==> config.mk <==
export PLATFORM = sky130hd
export DESIGN_NAME = wpr_front
export DESIGN_NICKNAME = d
export VERILOG_FILES = /design/src/hdl/wpr_pkg.sv /design/src/hdl/wpr_front.sv
export SDC_FILE = /design/constraint.sdc
export NUM_CORES = 1
export LEC_CHECK = 0
export ABC_AREA = 0
export BUFFER_PORTS_ARGS = -buffer_cell sky130_fd_sc_hd__buf_2
export CORE_MARGIN = 5
export CORE_UTILIZATION = 34
export CTS_BUF_LIST = sky130_fd_sc_hd__clkbuf_8
export DETAILED_ROUTE_END_ITERATION = 8
export MAX_ROUTING_LAYER = met4
export PLACE_DENSITY_LB_ADDON = 0.25
export SETUP_SLACK_MARGIN = 0.2
export SLEW_MARGIN = 20
export SYNTH_ARGS = -nofsm -noshare
export SYNTH_HDL_FRONTEND = slang
export SYNTH_SLANG_ARGS = --single-unit
==> constraint.sdc <==
create_clock -name clk -period 1.72 [get_ports clk]
set_input_delay 0.344 -clock clk [delete_from_list [all_inputs] [get_ports clk]]
set_output_delay 0.344 -clock clk [all_outputs]
set_load 0.02 [all_outputs]
==> src/hdl/wpr_pkg.sv <==
// wpr_pkg: shared types and constants for the windowed peak reselect block
// no dependencies; imported by wpr_front, wpr_back and windowed_peak_reselect_top

package wpr_pkg;

    localparam int TIME_W   = 32;
    localparam int LEVEL_W  = 10;
    localparam int INDEX_W  = 9;
    localparam int WINDOW_W = 17;

    localparam logic [WINDOW_W-1:0] WINDOW_RESET = 17'd7200;

    // command codes on the input channel
    typedef enum logic [1:0] {
        CMD_START  = 2'd0,
        CMD_APPEND = 2'd1,
        CMD_EVAL   = 2'd2,
        CMD_READ   = 2'd3
    } cmd_t;

    // decoded operations handed from front to back
    typedef enum logic [1:0] {
        OP_APPEND = 2'd0,
        OP_EVAL   = 2'd1,
        OP_READ   = 2'd2,
        OP_SKIP   = 2'd3
    } op_t;

    typedef enum logic [2:0] {
        ST_IDLE,
        ST_ANCHOR,
        ST_SCAN,
        ST_PICK,
        ST_READ
    } state_t;

    typedef struct packed {
        logic [TIME_W-1:0]  stamp;
        logic [LEVEL_W-1:0] level;
        logic               peak;
    } sample_t;

    typedef struct packed {
        op_t     op;
        sample_t smp;
    } job_t;

    typedef struct packed {
        logic [INDEX_W-1:0] chosen_index;
        logic               mark_value;
        logic               status;
    } result_t;

endpackage

==> src/hdl/wpr_front.sv <==
// wpr_front: accepts commands, keeps the loaded count, classifies each command
// depends on wpr_pkg; feeds wpr_fifo

module wpr_front #(
    parameter int SERIES_DEPTH = 512,
    localparam int IDX_W = $clog2(SERIES_DEPTH),
    localparam int CNT_W = $clog2(SERIES_DEPTH + 1)
) (
    input  logic                         clk,
    input  logic                         rst_n,
    input  logic                         item_valid,
    output logic                         item_ready,
    input  logic [1:0]                   command,
    input  logic [wpr_pkg::TIME_W-1:0]   sample_time,
    input  logic [wpr_pkg::LEVEL_W-1:0]  glucose_level,
    input  logic                         peak_flag,
    input  logic [wpr_pkg::INDEX_W-1:0]  sample_index,
    input  logic                         q_full,
    output logic                         q_push,
    output wpr_pkg::job_t                q_job,
    output logic [IDX_W-1:0]             q_addr,
    output logic [CNT_W-1:0]             q_cnt
);
    import wpr_pkg::*;

    localparam int CW = (CNT_W > INDEX_W) ? CNT_W : INDEX_W;

    logic [CNT_W-1:0] count_reg, count_next;
    logic             accept;
    logic             loaded;

    assign item_ready = !q_full;
    assign accept     = item_valid && !q_full;
    assign loaded     = CW'(sample_index) < CW'(count_reg);

    always_comb
    begin
        count_next    = count_reg;
        q_push        = 1'b0;
        q_job.op      = OP_SKIP;
        q_job.smp     = '{stamp: sample_time, level: glucose_level, peak: peak_flag};
        q_addr        = IDX_W'(sample_index);
        q_cnt         = count_reg;
        if (accept)
        begin
            unique case (cmd_t'(command))
                CMD_START:
                begin
                    count_next = '0;
                end
                CMD_APPEND:
                begin
                    // full store drops the sample
                    if (count_reg != CNT_W'(SERIES_DEPTH))
                    begin
                        q_push     = 1'b1;
                        q_job.op   = OP_APPEND;
                        q_addr     = count_reg[IDX_W-1:0];
                        count_next = count_reg + CNT_W'(1);
                    end
                end
                CMD_EVAL:
                begin
                    q_push   = 1'b1;
                    q_job.op = loaded ? OP_EVAL : OP_SKIP;
                end
                CMD_READ:
                begin
                    q_push   = 1'b1;
                    q_job.op = loaded ? OP_READ : OP_SKIP;
                end
            endcase
        end
    end

    always_ff @(posedge clk or negedge rst_n)
    begin
        if (!rst_n)
        begin
            count_reg <= '0;
        end
        else
        begin
            count_reg <= count_next;
        end
    end

endmodule

# After elaboration in Yosys (flattened, before gate mapping)
# Index checks and enable logic that the tools add are counted.
dict set report word_totals {
  register_bits 10
  latch_bits 0
  ram_bits 0
  romBits 0
  out_inout_bits 66
  elab_cells 27
  n_memories 0
}
dict set report classes {
  add_sub_neg 1
  mul 0
  div 0
  magnitude_cmp 1
  eq_ne 5
  shift 0
  n_mux 13
  bitwise 0
  reduce_logical 6
}
# operator count
set op_table {}
lappend op_table {{two-way mux 9 bit} 3}
lappend op_table {{case mux 10 bit (2 select lines)} 1}
lappend op_table {{adder 10 x 1 -> 10 bit, second input constant} 1}
lappend op_table {{< comparator 9 x 10 -> 1 bit} 1}
lappend op_table {{two-way mux 10 bit} 1}
lappend op_table {{!= test 10 bit, second input constant} 1}
lappend op_table {{two-way mux 2 bit} 3}
lappend op_table {{case mux 2 bit (3 select lines)} 1}
lappend op_table {{equality test 2 bit, second input constant} 2}
lappend op_table {{two-way mux 1 bit} 3}
lappend op_table {{AND reduction 3 bit} 1}
lappend op_table {{equality test 2 x 1 -> 1 bit, second input constant} 1}
lappend op_table {{zero test 2 bit} 1}
lappend op_table {{!= test 2 bit, second input constant} 1}
lappend op_table {{case mux 1 bit (2 select lines)} 1}
lappend op_table {{nonzero test 2 bit} 1}
lappend op_table {{OR reduction 2 bit} 1}
lappend op_table {{logical AND 1 bit} 1}
lappend op_table {{zero test 1 bit} 1}

# Logic depth before layout (Yosys ltp)
dict set report depth {
  word_depth 4
  mapped_depth 7
}

# Worst setup path after synthesis
# No wires, ideal clock.
dict set report synth_path {
  path_type {register to output}
  startpoint {reg count_reg[8] (netlist: q_cnt[8])}
  endpoint {out q_job[43] in the netlist's numbering}
  arrival_time_ns 1.802
  setup_slack_ns -0.426
  path_stages_with_launch 7
  path_cell_list {dfrtp_1 -> inv_1 -> ha_1 -> nand2b_1 -> o221ai_1 -> a2111oi_0 -> nor3_1}
}
# item line_no
set synth_rtl {}
lappend synth_rtl {{from (decl)} wpr_front.sv:28} ;# logic [CNT_W-1:0] count_reg, count_next;
lappend synth_rtl {{from (signal assigned)} wpr_front.sv:84} ;# count_reg <= count_next;
lappend synth_rtl {{to (decl)} wpr_front.sv:20} ;# output wpr_pkg::job_t q_job,

# Final worst setup path
dict set report layout_path {
  startpoint {reg count_reg[0] (netlist: q_cnt[0])}
  endpoint {out q_addr[1]}
}
dict set report layout_between {
  elab_chain_cells 4
}
# item line_no
set layout_lines {}
lappend layout_lines {{!= test 10 bit} wpr_front.sv:54} ;# if (count_reg != CNT_W'(SERIES_DEPTH))
lappend layout_lines {{two-way mux 9 bit} wpr_front.sv:54}
lappend layout_lines {{two-way mux 9 bit} wpr_front.sv:46} ;# unique case (cmd_t'(command))
lappend layout_lines {{two-way mux 9 bit} wpr_front.sv:44} ;# if (accept)
lappend layout_lines {{to (decl)} wpr_front.sv:21} ;# output logic [IDX_W-1:0] q_addr,
# Every way passes these cells.

==> impl_metrics.py <==
metrics = {
    "layout": {
        "nNetsFinal": 263,
        "fillCellCount": 341,
        "register_area_um2": 262,
        "drive_above_1_share_pct": 70.1,
        "diodes": 0,
        "post-route-util_pct": 52.2,
        "syn_to_final_growth_pct": 48.1,
        "largest_reg_flops": 10,
        "multiInputGateArea_um2": 883,
    },
    "route": {
        "wl_met1_mm": 1.59,
        "topRoutingLayerUsed": "met4",
        "vias_per_cell": 4.94,
        "drt_first_pass_iters": 4,
        "wire_per_inst_um": 16.5,
        "wl_met3_um": 370,
        "vias": 1196,
        "wl_met2_mm": 1.95,
        "wl_mm": 4.00,
        "drc_errors": 0,
        "antenna_left": 0,
        "drtIter0Drc": 45,
    },
    "sta": {
        "period_share_pct": 124,
        "worst_slack_ps": -414,
        "slew_violations": 0,
        "whs_ps": 499,
        "rsz0062_at_grt": "true",
        "hold_viol": 0,
        "setup_viol": 12,
        "min_period_ps": 2130,
        "tightest_slew_ps": 311,
        "fmax_mhz": 469,
        "slew_headroom_pct": 79.3,
        "clock_skew_ps": 10.2,
    },
    "floorplan": {
        "start_util_pct": 35.2,
        "die_w_um": 71.8,
        "fp.dieArea_mm2": 0.00516,
        "dieHeight_um": 71.8,
        "io_pins": 124,
        "core_mm2": 0.00369,
        "rows": 22,
    },
    "clocking": {
        "cts_tree": "done",
        "clock_sinks": 10,
        "cts_root_buffer": "clkbuf_8",
        "numCtsBuffers": 3,
        "clockBufferDepth": 2,
        "clock_latency_ps": 240,
        "htreeDepth": 1,
        "clk_pin_slew_ps": 60,
    },
    "worst_setup_path": {
        "cp_max_fo": 4,
        "critPathArrivalTime_ps": 1790,
        "start_kind": "register",
        "end_kind": "output pin",
        "crit_required_ps": 1380,
        "path_class": "register to output pin",
    },
    "grt": {
        "grt_usage_pct": 16.1,
        "antenna_found_initial": 0,
        "grt_max_degree": 11,
        "grt_pass1_vias": 1249,
        "grt_pass1_wl_mm": 6.33,
        "grt_overflow": 0,
    },
    "yosys": {
        "yosys-top-cells-area": "buf_4 (25%), dfrtp_1 (19%), ha_1 (9.6%)",
        "synth_edf_count": 0,
        "yosysWarnings": 0,
        "synth-seq-area-share_pct": 19.2,
        "synth_top_area_share_pct": 24.8,
        "synth_nets": 223,
        "async_reset_ff_share_pct": 100,
        "synth_top_area_cell": "buf_4",
        "dominantRegCellSynth": "dfrtp_1",
        "avgSynthCellArea_um2": 8.39,
        "synth_cell_type_count": 37,
        "synthCells": 155,
        "synthesis.area_mm2": 0.00130,
        "synth_seq_cells": 10,
    },
    "status": {
        "violations": "setup timing",
        "outcome": "complete, but fails checks",
    },
    "place": {
        "place.gp.congestion": 0.824,
        "port_buffers": 37,
        "dpl.hpwl_mm": 3.04,
    },
    "hold_path": {
        "hold_class": "primary input to async pin",
    },
    "power": {
        "total_leakage_power_nw": 0.856,
        "power_density_mw_per_mm2": 545,
        "ir_worst_vdd_uv": 364,
    },
    "run": {
        "max_cap_violations": 0,
    },
}
[cell usage after synthesis, types with 3 or more instances]
cell,instances
buf_4,43
inv_1,13
dfrtp_1,10
ha_1,10
nand2_1,9
a21oi_1,7
mux2_2,7
nor3_1,7
o21ai_0,7
nand3_1,4
nor2_1,3
o21ai_1,3
[final timing paths]
kind                            slack [ps]  depth (start not counted)              endpoint                  from
worst max-delay path                  -410                          7             q_addr[1]  q_cnt[0]$_DFFE_PN0P_
worst min-delay path                   500                          2  q_cnt[2]$_DFFE_PN0P_                 rst_n
worst max register to register         110                          5  q_cnt[0]$_DFFE_PN0P_  q_cnt[6]$_DFFE_PN0P_
worst min register to register         680                          2  q_cnt[1]$_DFFE_PN0P_  q_cnt[1]$_DFFE_PN0P_
max in group asynchronous              990                          2  q_cnt[4]$_DFFE_PN0P_                 rst_n
min in group clk                       590                          4  q_cnt[4]$_DFFE_PN0P_            command[0]
[worst max-delay path: stages (launching register included)]
cell and delay [ps]:
dfrtp_2 380, inv_2 40, ha_2 160, nor2b_4 130, a31oi_4 240, buf_6 160
mux2_4 310, buf_6 130
[cell type report]
type / count / share of cell area (%)
Clock buffer: 3 / 2.14
Clock inverter: 1 / 0.195
Inverter: 13 / 2.53
Multi-Input combinational cell: 86 / 45.9
Sequential cell: 10 / 13.6
Tap cell: 48 / 3.12
Timing Repair Buffer: 81 / 32.6
[routing by layer]
layer,GRT usage [%],vias to the layer above
met5,-,-
met4,5.85,0
met3,6.73,16
met2,26.2,50
met1,17.6,551
li1,-,579
[per-stage QoR]
stage                     setup TNS (ps)  instances  cell area, µm²  total power [mW]  worst slack [ps]
after floorplan                    -1380        155            1360             0.635              -182
after global placement             -2500        229            1520             0.659              -261
after detailed placement           -2740        229            1520             0.663              -307
after CTS                          -4770        239            1850              1.03              -424
after global routing               -5570        242            1930              1.13              -495
final                              -4650        242            1930              1.05              -414
[cell families (layout without fill, tap and decap cells)]
logic type	Yosys count	in the layout	synth area share, %
flops	10	10	19.2
simple gates	39	39	18.4
fa+ha+maj	10	10	9.62
mux	9	9	8.37
compound gates	28	28	14.2
buf+inv	59	98	30.1
[placed cells by master, fill, tap and decap left out, types with 2 or more instances in the layout]
cell type,n
buf_4,34
buf_2,25
buf_6,21
mux2_4,9
dfrtp_2,9
inv_1,8
nand2_1,7
inv_2,6
ha_1,6
o21ai_0,5
nor3_2,4
a21oi_1,4
nor3_1,3
o21ai_1,3
nand3_1,3
ha_4,3
clkbuf_8,3
nand2b_1,2
nand2_2,2
nor2_2,2
a21oi_2,2
o21ai_2,2
a2111oi_4,2
or4_1,2
o211ai_1,2
or3_1,2
[power breakdown]
group / switching [mW] / internal [mW]
logic: 0.255 / 0.255
registers: 0.0209 / 0.259
clock network: 0.104 / 0.157
total: 0.380 / 0.671
[timing repair]
action	in CTS	in global routing
hold buffers	1	0
pin swaps	12	6
endpoints found under the setup margin	19	18
gates resized for setup	54	15
setup buffers	5	3
endpoints found under the hold margin	10	0
No activity file was read; power rests on OpenSTA's default activity.
