### src/hdl/wpr_fifo.sv
// wpr_fifo: two-entry queue between the front and the back
// no dependencies

module wpr_fifo #(
    parameter int WIDTH = 8
) (
    input  logic             clk,
    input  logic             rst_n,
    input  logic             push,
    input  logic [WIDTH-1:0] push_data,
    output logic             full,
    input  logic             pop,
    output logic [WIDTH-1:0] pop_data,
    output logic             not_empty
);

    logic [WIDTH-1:0] entry_reg [2];
    logic             wr_ptr_reg, wr_ptr_next;
    logic             rd_ptr_reg, rd_ptr_next;
    logic [1:0]       fill_reg, fill_next;
    logic             do_push, do_pop;

    assign full      = (fill_reg == 2'd2);
    assign not_empty = (fill_reg != 2'd0);
    assign pop_data  = entry_reg[rd_ptr_reg];
    assign do_push   = push && !full;
    assign do_pop    = pop && not_empty;

    always_comb
    begin
        wr_ptr_next = wr_ptr_reg ^ do_push;
        rd_ptr_next = rd_ptr_reg ^ do_pop;
        fill_next   = fill_reg + {1'b0, do_push} - {1'b0, do_pop};
    end

    always_ff @(posedge clk or negedge rst_n)
    begin
        if (!rst_n)
        begin
            wr_ptr_reg <= 1'b0;
            rd_ptr_reg <= 1'b0;
            fill_reg   <= 2'd0;
        end
        else
        begin
            wr_ptr_reg <= wr_ptr_next;
            rd_ptr_reg <= rd_ptr_next;
            fill_reg   <= fill_next;
        end
    end

    always_ff @(posedge clk)
    begin
        if (do_push)
        begin
            entry_reg[wr_ptr_reg] <= push_data;
        end
    end

endmodule

### config.mk
export PLATFORM = sky130hd
export DESIGN_NAME = wpr_fifo
export DESIGN_NICKNAME = d
export VERILOG_FILES = /design/src/hdl/wpr_fifo.sv
export SDC_FILE = /design/constraint.sdc
export NUM_CORES = 1
export LEC_CHECK = 0
export ABC_AREA = 1
export BUFFER_PORTS_ARGS = -buffer_cell sky130_fd_sc_hd__buf_2
export CORE_AREA = 8 8 55 57
export CTS_CLUSTER_SIZE = 25
export DETAILED_ROUTE_END_ITERATION = 8
export DIE_AREA = 0 0 63 65
export PLACE_DENSITY = 0.73
export SLEW_MARGIN = 20
export SYNTH_ARGS = -nofsm -noshare
export SYNTH_HDL_FRONTEND = slang
export SYNTH_SLANG_ARGS = --single-unit
### constraint.sdc
create_clock -name clk -period 1.7 [get_ports clk]
set_input_delay 0.17 -clock clk [delete_from_list [all_inputs] [get_ports clk]]
set_output_delay 0.17 -clock clk [all_outputs]
set_load 0.02 [all_outputs]
# After elaboration in Yosys (flattened, before gate mapping)
# Memories as Yosys holds them, arrays and structs flattened.
# Index checks and enable logic that the tools add are counted.
word_totals:
  regBits: 4
  mem_bits_rw: 16
  rom_bits: 0
  word_cells: 15
  n_memories: 1
  latch_bits: 0
classes:
  n_mul: 0
  n_shift: 0
  eq_ne: 1
  magnitude_cmp: 0
  div: 0
  n_reduce_logical: 4
  mux: 2
  n_addsub: 2
  bitwise: 2
memory_table:
  columns: ["name", "depth", "word_bits", "rd", "rd_clocked_by_memory_dff", "write_ports", "line", "rtl"]
  rows:
  - ["entry_reg", 2, 8, 1, 0, 1, "17", "logic [WIDTH-1:0] entry_reg [2];"]
ops:
  columns: ["operator", "n"]
  rows:
  - ["2-bit by 1-bit adder with 2-bit output", 1]
  - ["2-bit equality test (second input constant)", 1]
  - ["1-bit logical AND", 2]
  - ["1-bit 2-to-1 mux", 2]
  - ["2-bit nonzero test", 1]
  - ["2-bit by 1-bit subtractor with 2-bit output", 1]
  - ["1-bit XOR", 2]
  - ["1-bit logical NOT", 1]

# Depth between registers and ports, before layout
# Gate-level depths: netlist (run 1).
depth:
  ltp_word: 5
  mapped_depth: 10
  mapped_depth_nobuf: 10

# Least setup slack after synthesis (run 1)
# OpenSTA, ideal clock, no wires.
synth_timing:
  path_type: "register -> register"
  from: "register fill_reg[0]"
  to: "register fill_reg[1]"
  stages_incl_launch_ff: 11
  period_less_slack_ps: 1365
  t_arrival_ps: 1249
  path_slack_ps: 335
  cell_sequence: "dfrtp_1 -> inv_2 -> nand2_4 -> nand2_2 -> inv_1 -> ha_1 -> inv_1 -> ha_1 -> inv_1 -> nand2_1 -> nand2_1"
synth_lines:
  columns: ["item", "line", "rtl"]
  rows:
  - ["start, declared", "20", "logic [1:0] fill_reg, fill_next;"]
  - ["start signal, assigned", "48", "fill_reg <= fill_next;"]
  - ["2-bit nonzero test", "24", "assign not_empty = (fill_reg != 2'd0);"]
  - ["net not_empty", "14", "output logic not_empty"]
  - ["1-bit logical AND", "27", "assign do_pop = pop && not_empty;"]
  - ["2-bit by 1-bit subtractor with 2-bit output", "33", "fill_next = fill_reg + {1'b0, do_push} - {1'b0, do_pop};"]
  - ["net fill_next[1]", "20", null]
# The timed path passes the listed nets, and every way through them passes these cells.

# Final worst setup path (run 1)
layout_timing:
  from: "register rd_ptr_reg"
  to: "output port pop_data[0]"
layout_between:
  elab_chain_cells: 1
layout_rtl:
  columns: ["item", "line", "rtl"]
  rows:
  - ["start, declared", "19", "logic rd_ptr_reg, rd_ptr_next;"]
  - ["start signal, assigned", "47", "rd_ptr_reg <= rd_ptr_next;"]
  - ["memory read 2 x 8 bit", null, null]
  - ["end, declared", "13", "output logic [WIDTH-1:0] pop_data,"]
# Every way passes these cells.

==> results of run 1 <==
worst paths after layout:
path                         startpoint         endpoint  slack [ns]  cells past startpoint
max                          rd_ptr_reg      pop_data[0]        0.19                      4
min                        push_data[0]  entry_reg[0][0]        0.05                      1
max reg2reg                 fill_reg[0]      fill_reg[1]        0.30                     10
min reg2reg                 fill_reg[1]      fill_reg[1]        0.61                      3
max in group asynchronous         rst_n       rd_ptr_reg        1.39                      2
min in group asynchronous         rst_n      fill_reg[0]        0.19                      2
placed cells by master (no fill, tap or decap):
master and n:
nand2_1 30, buf_2 21, edfxtp_1 16, inv_1 6, ha_1 4, dfrtp_1 4, inv_2 3, clkbuf_4 3
nand2_2 2, nand3_1 2, inv_4 1, nand2_4 1, nor2_1 1, o21ai_2 1, clkbuf_8 1, dlygate4sd3_1 1
worst max-delay path: stages (launching register included):
cell	delay, ns
dfrtp_1	0.62
inv_4	0.12
nand2_1	0.08
nand2_1	0.06
buf_2	0.16
layer usage:
layer | part of all wire, % | up-vias | wire (µm)
met1 | 39 | 252 | 552
li1 | - | 282 | -
met4 | 2.1 | 0 | 29
met3 | 11 | 3 | 150
met5 | 0 | - | 0
met2 | 48 | 19 | 667
cell families (layout without fill, tap and decap cells):
logic type | Yosys count | after routing | synth area share [%]
AOI/OAI and AO/OA | 1 | 1 | 1.04
and+or+nand+nor | 36 | 36 | 17.9
adders and majority gates | 4 | 4 | 5.95
DFF | 20 | 20 | 69.0
buffers and inverters | 11 | 36 | 6.10
power groups by stage:
stage / Combinational [mW] / Clock [mW] / Sequential, mW
after global placement: 0.697 / 0 / 0.781
after floorplan: 0.560 / 0 / 0.738
after global routing: 0.801 / 0.295 / 0.796
after CTS: 0.721 / 0.280 / 0.775
after detailed placement: 0.717 / 0 / 0.787
final: 0.707 / 0.269 / 0.774
cell type report:
type | count | share of cell area (%)
Sequential cell | 20 | 57.1
Clock buffer | 4 | 3.57
Tap cell | 28 | 3.45
Inverter | 10 | 3.94
Timing Repair Buffer | 22 | 11.3
Multi-Input combinational cell | 41 | 20.6
through the flow:
step	instance area (µm²)	total power, mW
2_1_floorplan	841	1.30
3_3_place_gp	970	1.48
3_5_place_dp	970	1.50
4_1_cts	1020	1.78
5_1_grt	1020	1.89
6_report	1020	1.75
timing repair:
action,4_1_cts,5_1_grt
endpoints found under the hold margin,4,0
hold buffers,1,0
gates resized for setup,0,0
setup endpoints to repair,0,0
==> flow_metrics.tcl, run 1 <==
set metrics [dict create \
    multi_input_area_um2 209 \
    setup_viol 0 \
    largest_reg_flops 16 \
    synth_cells 72 \
    maxSlewViolCount 0 \
    ioPinCount 22 \
    cts.clk_slew.worst_paths_ns 0.11 \
    yosys.area.top_type "edfxtp_1" \
    nFillCells 192 \
    yosys-top-cells-area "edfxtp_1, nand2_1, dfrtp_1, ha_1, inv_1" \
    clockBufferDepth 2 \
    die_h_um 65 \
    syn_area_um2 841 \
    ff_latch_area_um2 581 \
    start_util_pct 39.1 \
    grt_setup_unrepaired "no" \
    max_cap_viol_count 0 \
    hpwl_mm 1.03 \
    final_antenna_net_count 0 \
    finClkSkew_ns 0.00403 \
    synthFlopType "edfxtp_1" \
    finalCritPeriodShare_pct 88.6 \
    numCtsBuffers 3 \
    async_reset_ff_share_pct 20.0 \
    die-area_um2 4100 \
    port_buffers 21 \
    num_rows 17 \
    vias_per_cell 4.45 \
    wire_per_inst_um 11.2 \
    synth-seq-cells 20 \
    switching_share_pct 40.0 \
    synth_top_cell_area_share_pct 57.1 \
    root_buffer "clkbuf_4" \
    cts_tree "yes" \
    use_met2_pct 11.8 \
    busiest_layer "met2" \
    dr.pass1.iters 2 \
    gr-usage-met1_pct 7.35 \
    p_int_mw 1.05 \
    layout-drive-gt1-share_pct 34.0 \
    cp_max_fo 10 \
    postCtsSetupRepairBufs 0 \
    clk-insertion-delay-late_ns 0.30 \
    finalWorstSetupSlack_ns 0.193 \
    insertedDiodeCount 0 \
    yosysMostFrequentCell "nand2_1" \
    vias 556 \
    synth_edf_count 16 \
    p_per_area_nw_per_um2 1720 \
    fin_cells 125 \
    start_kind "flip-flop" \
    dp_cells 120 \
    synthToLayoutAreaGrowth_pct 20.8 \
    max_freq_mhz 664 \
    post-route-util_pct 47.3 \
    power_switching_uw 701 \
    min_period_ns 1.51 \
    pwr-share-clk_pct 15.4 \
    irDropWorstVdd_uv 909 \
    slew_headroom_pct 71.7 \
    antenna_found_initial 0 \
    grt_util_met3_pct 4.30 \
    grt_pass1_wl_mm 2.39 \
    synthTopCellsByCount "nand2_1, edfxtp_1, inv_1" \
    tightest_slew_ns 0.424 \
    ys_warn_count 0 \
    synth_cell_types 13 \
    worst_hold_path_type "in2reg" \
    final-hold-violation-count 0 \
    fin_nets 114 \
    first_global_vias 557 \
    grt-ovfl-total 0 \
    crit_type "reg2out" \
    endpoint_kind "primary output" \
    wl_mm 1.40 \
    drt-initial-drc-count 8 \
    synth_nets 88 \
    grt_max_degree 12 \
    gp_congestion 0.711 \
    finalSetupTns_ns 0 \
    syn_area_per_cell_um2 11.7 \
    status "finished, final reports clean" \
    core_um2 2150 \
    cp.required_ns 1.53 \
    holdWs_ns 0.0521 \
    p_comb_share_pct 40.4 \
    cts.sinks 20 \
    pwr-share-seq_pct 44.2 \
    p_leak_nw 0.493 \
    dp_slack_ns 0.322 \
    grt_usage_pct 7.46 \
    drc 0 \
    worstPathArrival_ns 1.34 \
    seq_area_frac_synth_pct 69.0 \
    die_x_um 63 \
    h-tree-depth 1 \
]
No activity file was read; power rests on OpenSTA's default activity.
==> inputs of run 2 (changes only) <==
==> constraint.sdc (replaced) <==
create_clock -name clk -period 1.75 [get_ports clk]
set_input_delay 0.175 -clock clk [delete_from_list [all_inputs] [get_ports clk]]
set_output_delay 0.175 -clock clk [all_outputs]
set_load 0.02 [all_outputs]
==> flow_metrics.tcl, run 2 (synthesized netlist as in run 1, its figures left out) <==
set metrics [dict create \
    final_antenna_net_count 0 \
    grt_setup_unrepaired "no" \
    startpoint "rd_ptr_reg" \
    max_freq_mhz 661 \
    grt_max_degree 12 \
    finClkSkew_ns 0.00297 \
    final_cell_mix "nand2_1, buf_2, edfxtp_1" \
    wl_mm 1.45 \
    place_area_um2 970 \
    p_per_area_nw_per_um2 1650 \
    grt_pass1_wl_mm 2.48 \
    finalCritPeriodShare_pct 86.4 \
    slew_headroom_pct 71.4 \
    cp_num_cells 4 \
    core_um2 2150 \
    ctsResizeCount 0 \
    ioPinCount 22 \
    worst_hold_path_type "in2reg" \
    critPathSlowestCell "dfrtp_1" \
    path_buf_inv 2 \
    hold_path.startpoint "push_data[6]" \
    synthToLayoutAreaGrowth_pct 19.6 \
    postLayoutCellArea_um2 1010 \
    clk-insertion-delay-late_ns 0.29 \
    cts_tree "yes" \
    finalWorstSetupSlack_ns 0.238 \
    r2r_start "fill_reg[0]" \
    port_buffers 21 \
    hpwl_mm 1.11 \
    clockBufferDepth 2 \
    whs_path_depth 1 \
    crit_type "reg2out" \
    status "finished, final reports clean" \
    insertedDiodeCount 0 \
    setup_viol 0 \
    crit_family "flip-flops" \
    die_x_um 63 \
    first_global_vias 563 \
    fin_nets 114 \
    cp.required_ns 1.57 \
    crit_top_cell "nand2_1" \
    min_period_ns 1.51 \
    antenna_found_initial 0 \
    finalSetupTns_ns 0 \
    p_leak_nw 0.487 \
    wire_per_inst_um 11.6 \
    cts.sinks 20 \
    max_cap_viol_count 0 \
    cts.clk_slew.worst_paths_ns 0.11 \
    layout_commonest_cell "nand2_1" \
    nFillCells 193 \
    cp_max_fo 10 \
    root_buffer "clkbuf_4" \
    tightest_slew_ns 0.429 \
    grt_usage_pct 7.64 \
    start_kind "flip-flop" \
    largest_reg_flops 16 \
    maxSlewViolCount 0 \
    start_util_pct 39.1 \
    die_h_um 65 \
    final-hold-violation-count 0 \
    endpoint_kind "primary output" \
    irDropWorstVdd_uv 801 \
    vias_per_cell 4.38 \
    numCtsBuffers 3 \
    drc 0 \
    r2r_cells 10 \
    dp_slack_ns 0.342 \
    dr.pass1.iters 4 \
    slowest_delay_ns 0.62 \
    num_rows 17 \
    post-route-util_pct 46.8 \
    die-area_um2 4100 \
    drt-initial-drc-count 33 \
    worstPathCellList "inv_4 -> nand2_1 -> nand2_1 -> buf_2" \
    h-tree-depth 1 \
    vias 547 \
    worstPathArrival_ns 1.34 \
    gp_congestion 0.728 \
    grt-ovfl-total 0 \
    layout-drive-gt1-share_pct 33.0 \
]
run 2: cell types whose count changed in the layout (fill, tap and decap cells not counted):
cell,delta
clkbuf_1,+1
clkbuf_8,-1
run 2: final timing paths:
| check | end | slack, ns |
|---|---|---|
| max | pop_data[0] | 0.24 |
| min | entry_reg[1][6] | 0.06 |
| max reg2reg | fill_reg[1] | 0.34 |
| min reg2reg | fill_reg[1] | 0.60 |
| max in group asynchronous | rd_ptr_reg | 1.44 |
| min in group asynchronous | fill_reg[1] | 0.19 |
run 2: area by class of cell:
type | count | area, µm² | share of cell area, %
clock buffers | 4 | 26.3 | 2.61
inverters | 10 | 40.0 | 3.98
multi-input cells | 41 | 209 | 20.8
flip-flops and latches | 20 | 581 | 57.7
well taps | 28 | 35.0 | 3.48
repair buffers | 22 | 115 | 11.4
run 2: power by group:
| group | internal [mW] | leakage (nW) | switching (mW) | total (mW) |
|---|---|---|---|---|
| clock network | 0.0888 | 0.0150 | 0.133 | 0.222 |
| registers | 0.663 | 0.196 | 0.0913 | 0.754 |
| logic | 0.229 | 0.276 | 0.457 | 0.686 |
| total | 0.981 | 0.487 | 0.682 | 1.66 |
run 2: timing repair:
item	in CTS	in global routing
hold endpoints to repair	4	0
hold buffers	1	0
buffers inserted	0	0
run 2: through the flow:
step	hold WS (ns)	instances	power [mW]
2_1_floorplan	-0.121	72	1.26
3_3_place_gp	-0.0151	120	1.44
3_5_place_dp	-0.0131	120	1.47
4_1_cts	0.0498	125	1.69
5_1_grt	0.0464	125	1.79
6_report	0.0622	125	1.66
run 2: routing by layer:
layer | track usage [%] | routed length, µm | share of wire [%]
met5 | 0 | 0 | 0
met4 | 4.27 | 25 | 1.7
met3 | 3.78 | 122 | 8.4
met2 | 12.8 | 717 | 49
met1 | 7.65 | 588 | 40
==> inputs of run 3 (changes only) <==
--- a/config.mk
+++ b/config.mk
@@ -6,12 +6,14 @@
 export NUM_CORES = 1
 export LEC_CHECK = 0
 export ABC_AREA = 1
-export BUFFER_PORTS_ARGS = -buffer_cell sky130_fd_sc_hd__buf_2
 export CORE_AREA = 8 8 55 57
+export CTS_CLUSTER_DIAMETER = 30
 export CTS_CLUSTER_SIZE = 25
 export DETAILED_ROUTE_END_ITERATION = 8
 export DIE_AREA = 0 0 63 65
-export PLACE_DENSITY = 0.73
+export DONT_BUFFER_PORTS = 1
+export MAX_ROUTING_LAYER = met4
+export PLACE_DENSITY = 0.64
 export SLEW_MARGIN = 20
 export SYNTH_ARGS = -nofsm -noshare
 export SYNTH_HDL_FRONTEND = slang
==> flow_metrics.tcl, run 3 (synthesized netlist as in run 1, its figures left out) <==
set metrics [dict create \
    cts.clk_slew.worst_paths_ns 0.10 \
    slew_headroom_pct 70.4 \
    whs_path_depth 2 \
    cts.sinks 20 \
    drc 0 \
    max_freq_mhz 680 \
    largest_reg_flops 16 \
    numCtsBuffers 3 \
    grt_max_degree 12 \
    cp_max_fo 4 \
    first_global_vias 541 \
    clockBufferDepth 2 \
    layout_commonest_cell "nand2_1" \
    min_period_ns 1.47 \
    dp_slack_ns 0.295 \
    finalWorstSetupSlack_ns 0.279 \
    r2r_start "fill_reg[1]" \
    h-tree-depth 1 \
    wl_mm 1.45 \
    maxSlewViolCount 0 \
    dr.pass1.iters 2 \
    antenna_found_initial 0 \
    synthToLayoutAreaGrowth_pct 16.7 \
    status "finished, final reports clean" \
    cts_tree "yes" \
    crit_type "reg2reg" \
    hpwl_mm 1.07 \
    setup_viol 0 \
    drt-initial-drc-count 17 \
    postCtsSetupRepairBufs 0 \
    finClkSkew_ns 0.00300 \
    root_buffer "clkbuf_4" \
    final_antenna_net_count 0 \
    tightest_slew_ns 0.444 \
    dp_cells 99 \
    endpoint_kind "flip-flop" \
    worst_hold_path_type "in2reg" \
    fin_cells 112 \
    hold_path.startpoint "pop" \
    grt_setup_unrepaired "no" \
    grt-ovfl-total 0 \
    finalCritPeriodShare_pct 84.1 \
    p_per_area_nw_per_um2 1590 \
    finalSetupTns_ns 0 \
    insertedDiodeCount 0 \
    grt_usage_pct 7.64 \
    vias 501 \
    cp.required_ns 1.94 \
    num_rows 17 \
    worstPathArrival_ns 1.66 \
    vias_per_cell 4.47 \
    r2r_cells 10 \
    p_leak_nw 0.436 \
    wire_per_inst_um 12.9 \
    port_buffers 0 \
    ioPinCount 22 \
    irDropWorstVdd_uv 511 \
    start_kind "flip-flop" \
    r2r_setup_slack_ns 0.28 \
    clk-insertion-delay-late_ns 0.29 \
    die_h_um 65 \
    die-area_um2 4100 \
    start_util_pct 39.1 \
    max_cap_viol_count 0 \
    final_cell_mix "nand2_1, edfxtp_1, dlygate4sd3_1" \
    core_um2 2150 \
    gp_congestion 0.668 \
    r2r-end "fill_reg[1]" \
    die_x_um 63 \
    holdPathEnd "rd_ptr_reg" \
    fin_nets 101 \
    final-hold-violation-count 0 \
    grt_pass1_wl_mm 2.36 \
    layout-drive-gt1-share_pct 13.1 \
]
==> run 3: final cells by class <==
| type | count | area [µm²] |
|---|---|---|
| Clock buffer | 3 | 22.5 |
| Clock inverter | 1 | 3.75 |
| Fill cell | 195 | 1170 |
| Inverter | 10 | 40.0 |
| Multi-Input combinational cell | 41 | 209 |
| Sequential cell | 20 | 581 |
| Tap cell | 28 | 35.0 |
| Timing Repair Buffer | 9 | 90.1 |
==> run 3: where the power goes <==
group	switching (mW)	internal [mW]	total [mW]	leakage (nW)
Clock	0.127	0.0829	0.210	0.0154
Combinational	0.439	0.153	0.592	0.225
Sequential	0.0929	0.663	0.756	0.196
==> run 3: repair_timing <==
action                                  in CTS  in global routing
resized for setup                            0                  0
endpoints found under the setup margin       0                  0
hold endpoints to repair                    20                  0
hold buffers                                 9                  0
==> run 3: worst max path at each step <==
stage / from / end / slack, ns / depth (start not counted)
after floorplan: fill_reg[0] / fill_reg[1] / 0.38 / 10
after global placement: fill_reg[1] / fill_reg[1] / 0.34 / 10
after detailed placement: fill_reg[0] / fill_reg[1] / 0.29 / 10
after CTS: fill_reg[1] / fill_reg[1] / 0.27 / 10
after global routing: fill_reg[0] / fill_reg[1] / 0.18 / 10
final: fill_reg[1] / fill_reg[1] / 0.28 / 10
==> run 3: routing by layer <==
metal	wire length [µm]	vias to the layer above	GRT usage, %
li1	-	254	-
met1	538	235	6.41
met4	20	0	5.13
met2	800	10	13.7
met3	91	2	3.09
met5	0	-	-
==> run 3: worst max-delay path, stage by stage (launching register included) <==
cell and delay (ns):
dfrtp_1 0.40, inv_2 0.11, nand2_4 0.09, nand2_2 0.08, inv_1 0.04, ha_1 0.27, inv_1 0.06, ha_1 0.16
inv_1 0.05, nand2_1 0.06, nand2_1 0.05
==> run 3: stage by stage <==
| step | total power, mW | instance area (µm²) | hold slack (ns) | utilization (%) |
|---|---|---|---|---|
| 2_1_floorplan | 1.26 | 841 | -0.121 | - |
| 3_3_place_gp | 1.33 | 865 | -0.120 | 40.2 |
| 3_5_place_dp | 1.35 | 865 | -0.120 | 40.2 |
| 4_1_cts | 1.58 | 981 | 0.0296 | 45.7 |
| 5_1_grt | 1.67 | 981 | 0.0388 | 45.7 |
| 6_report | 1.56 | 981 | 0.0386 | 45.7 |
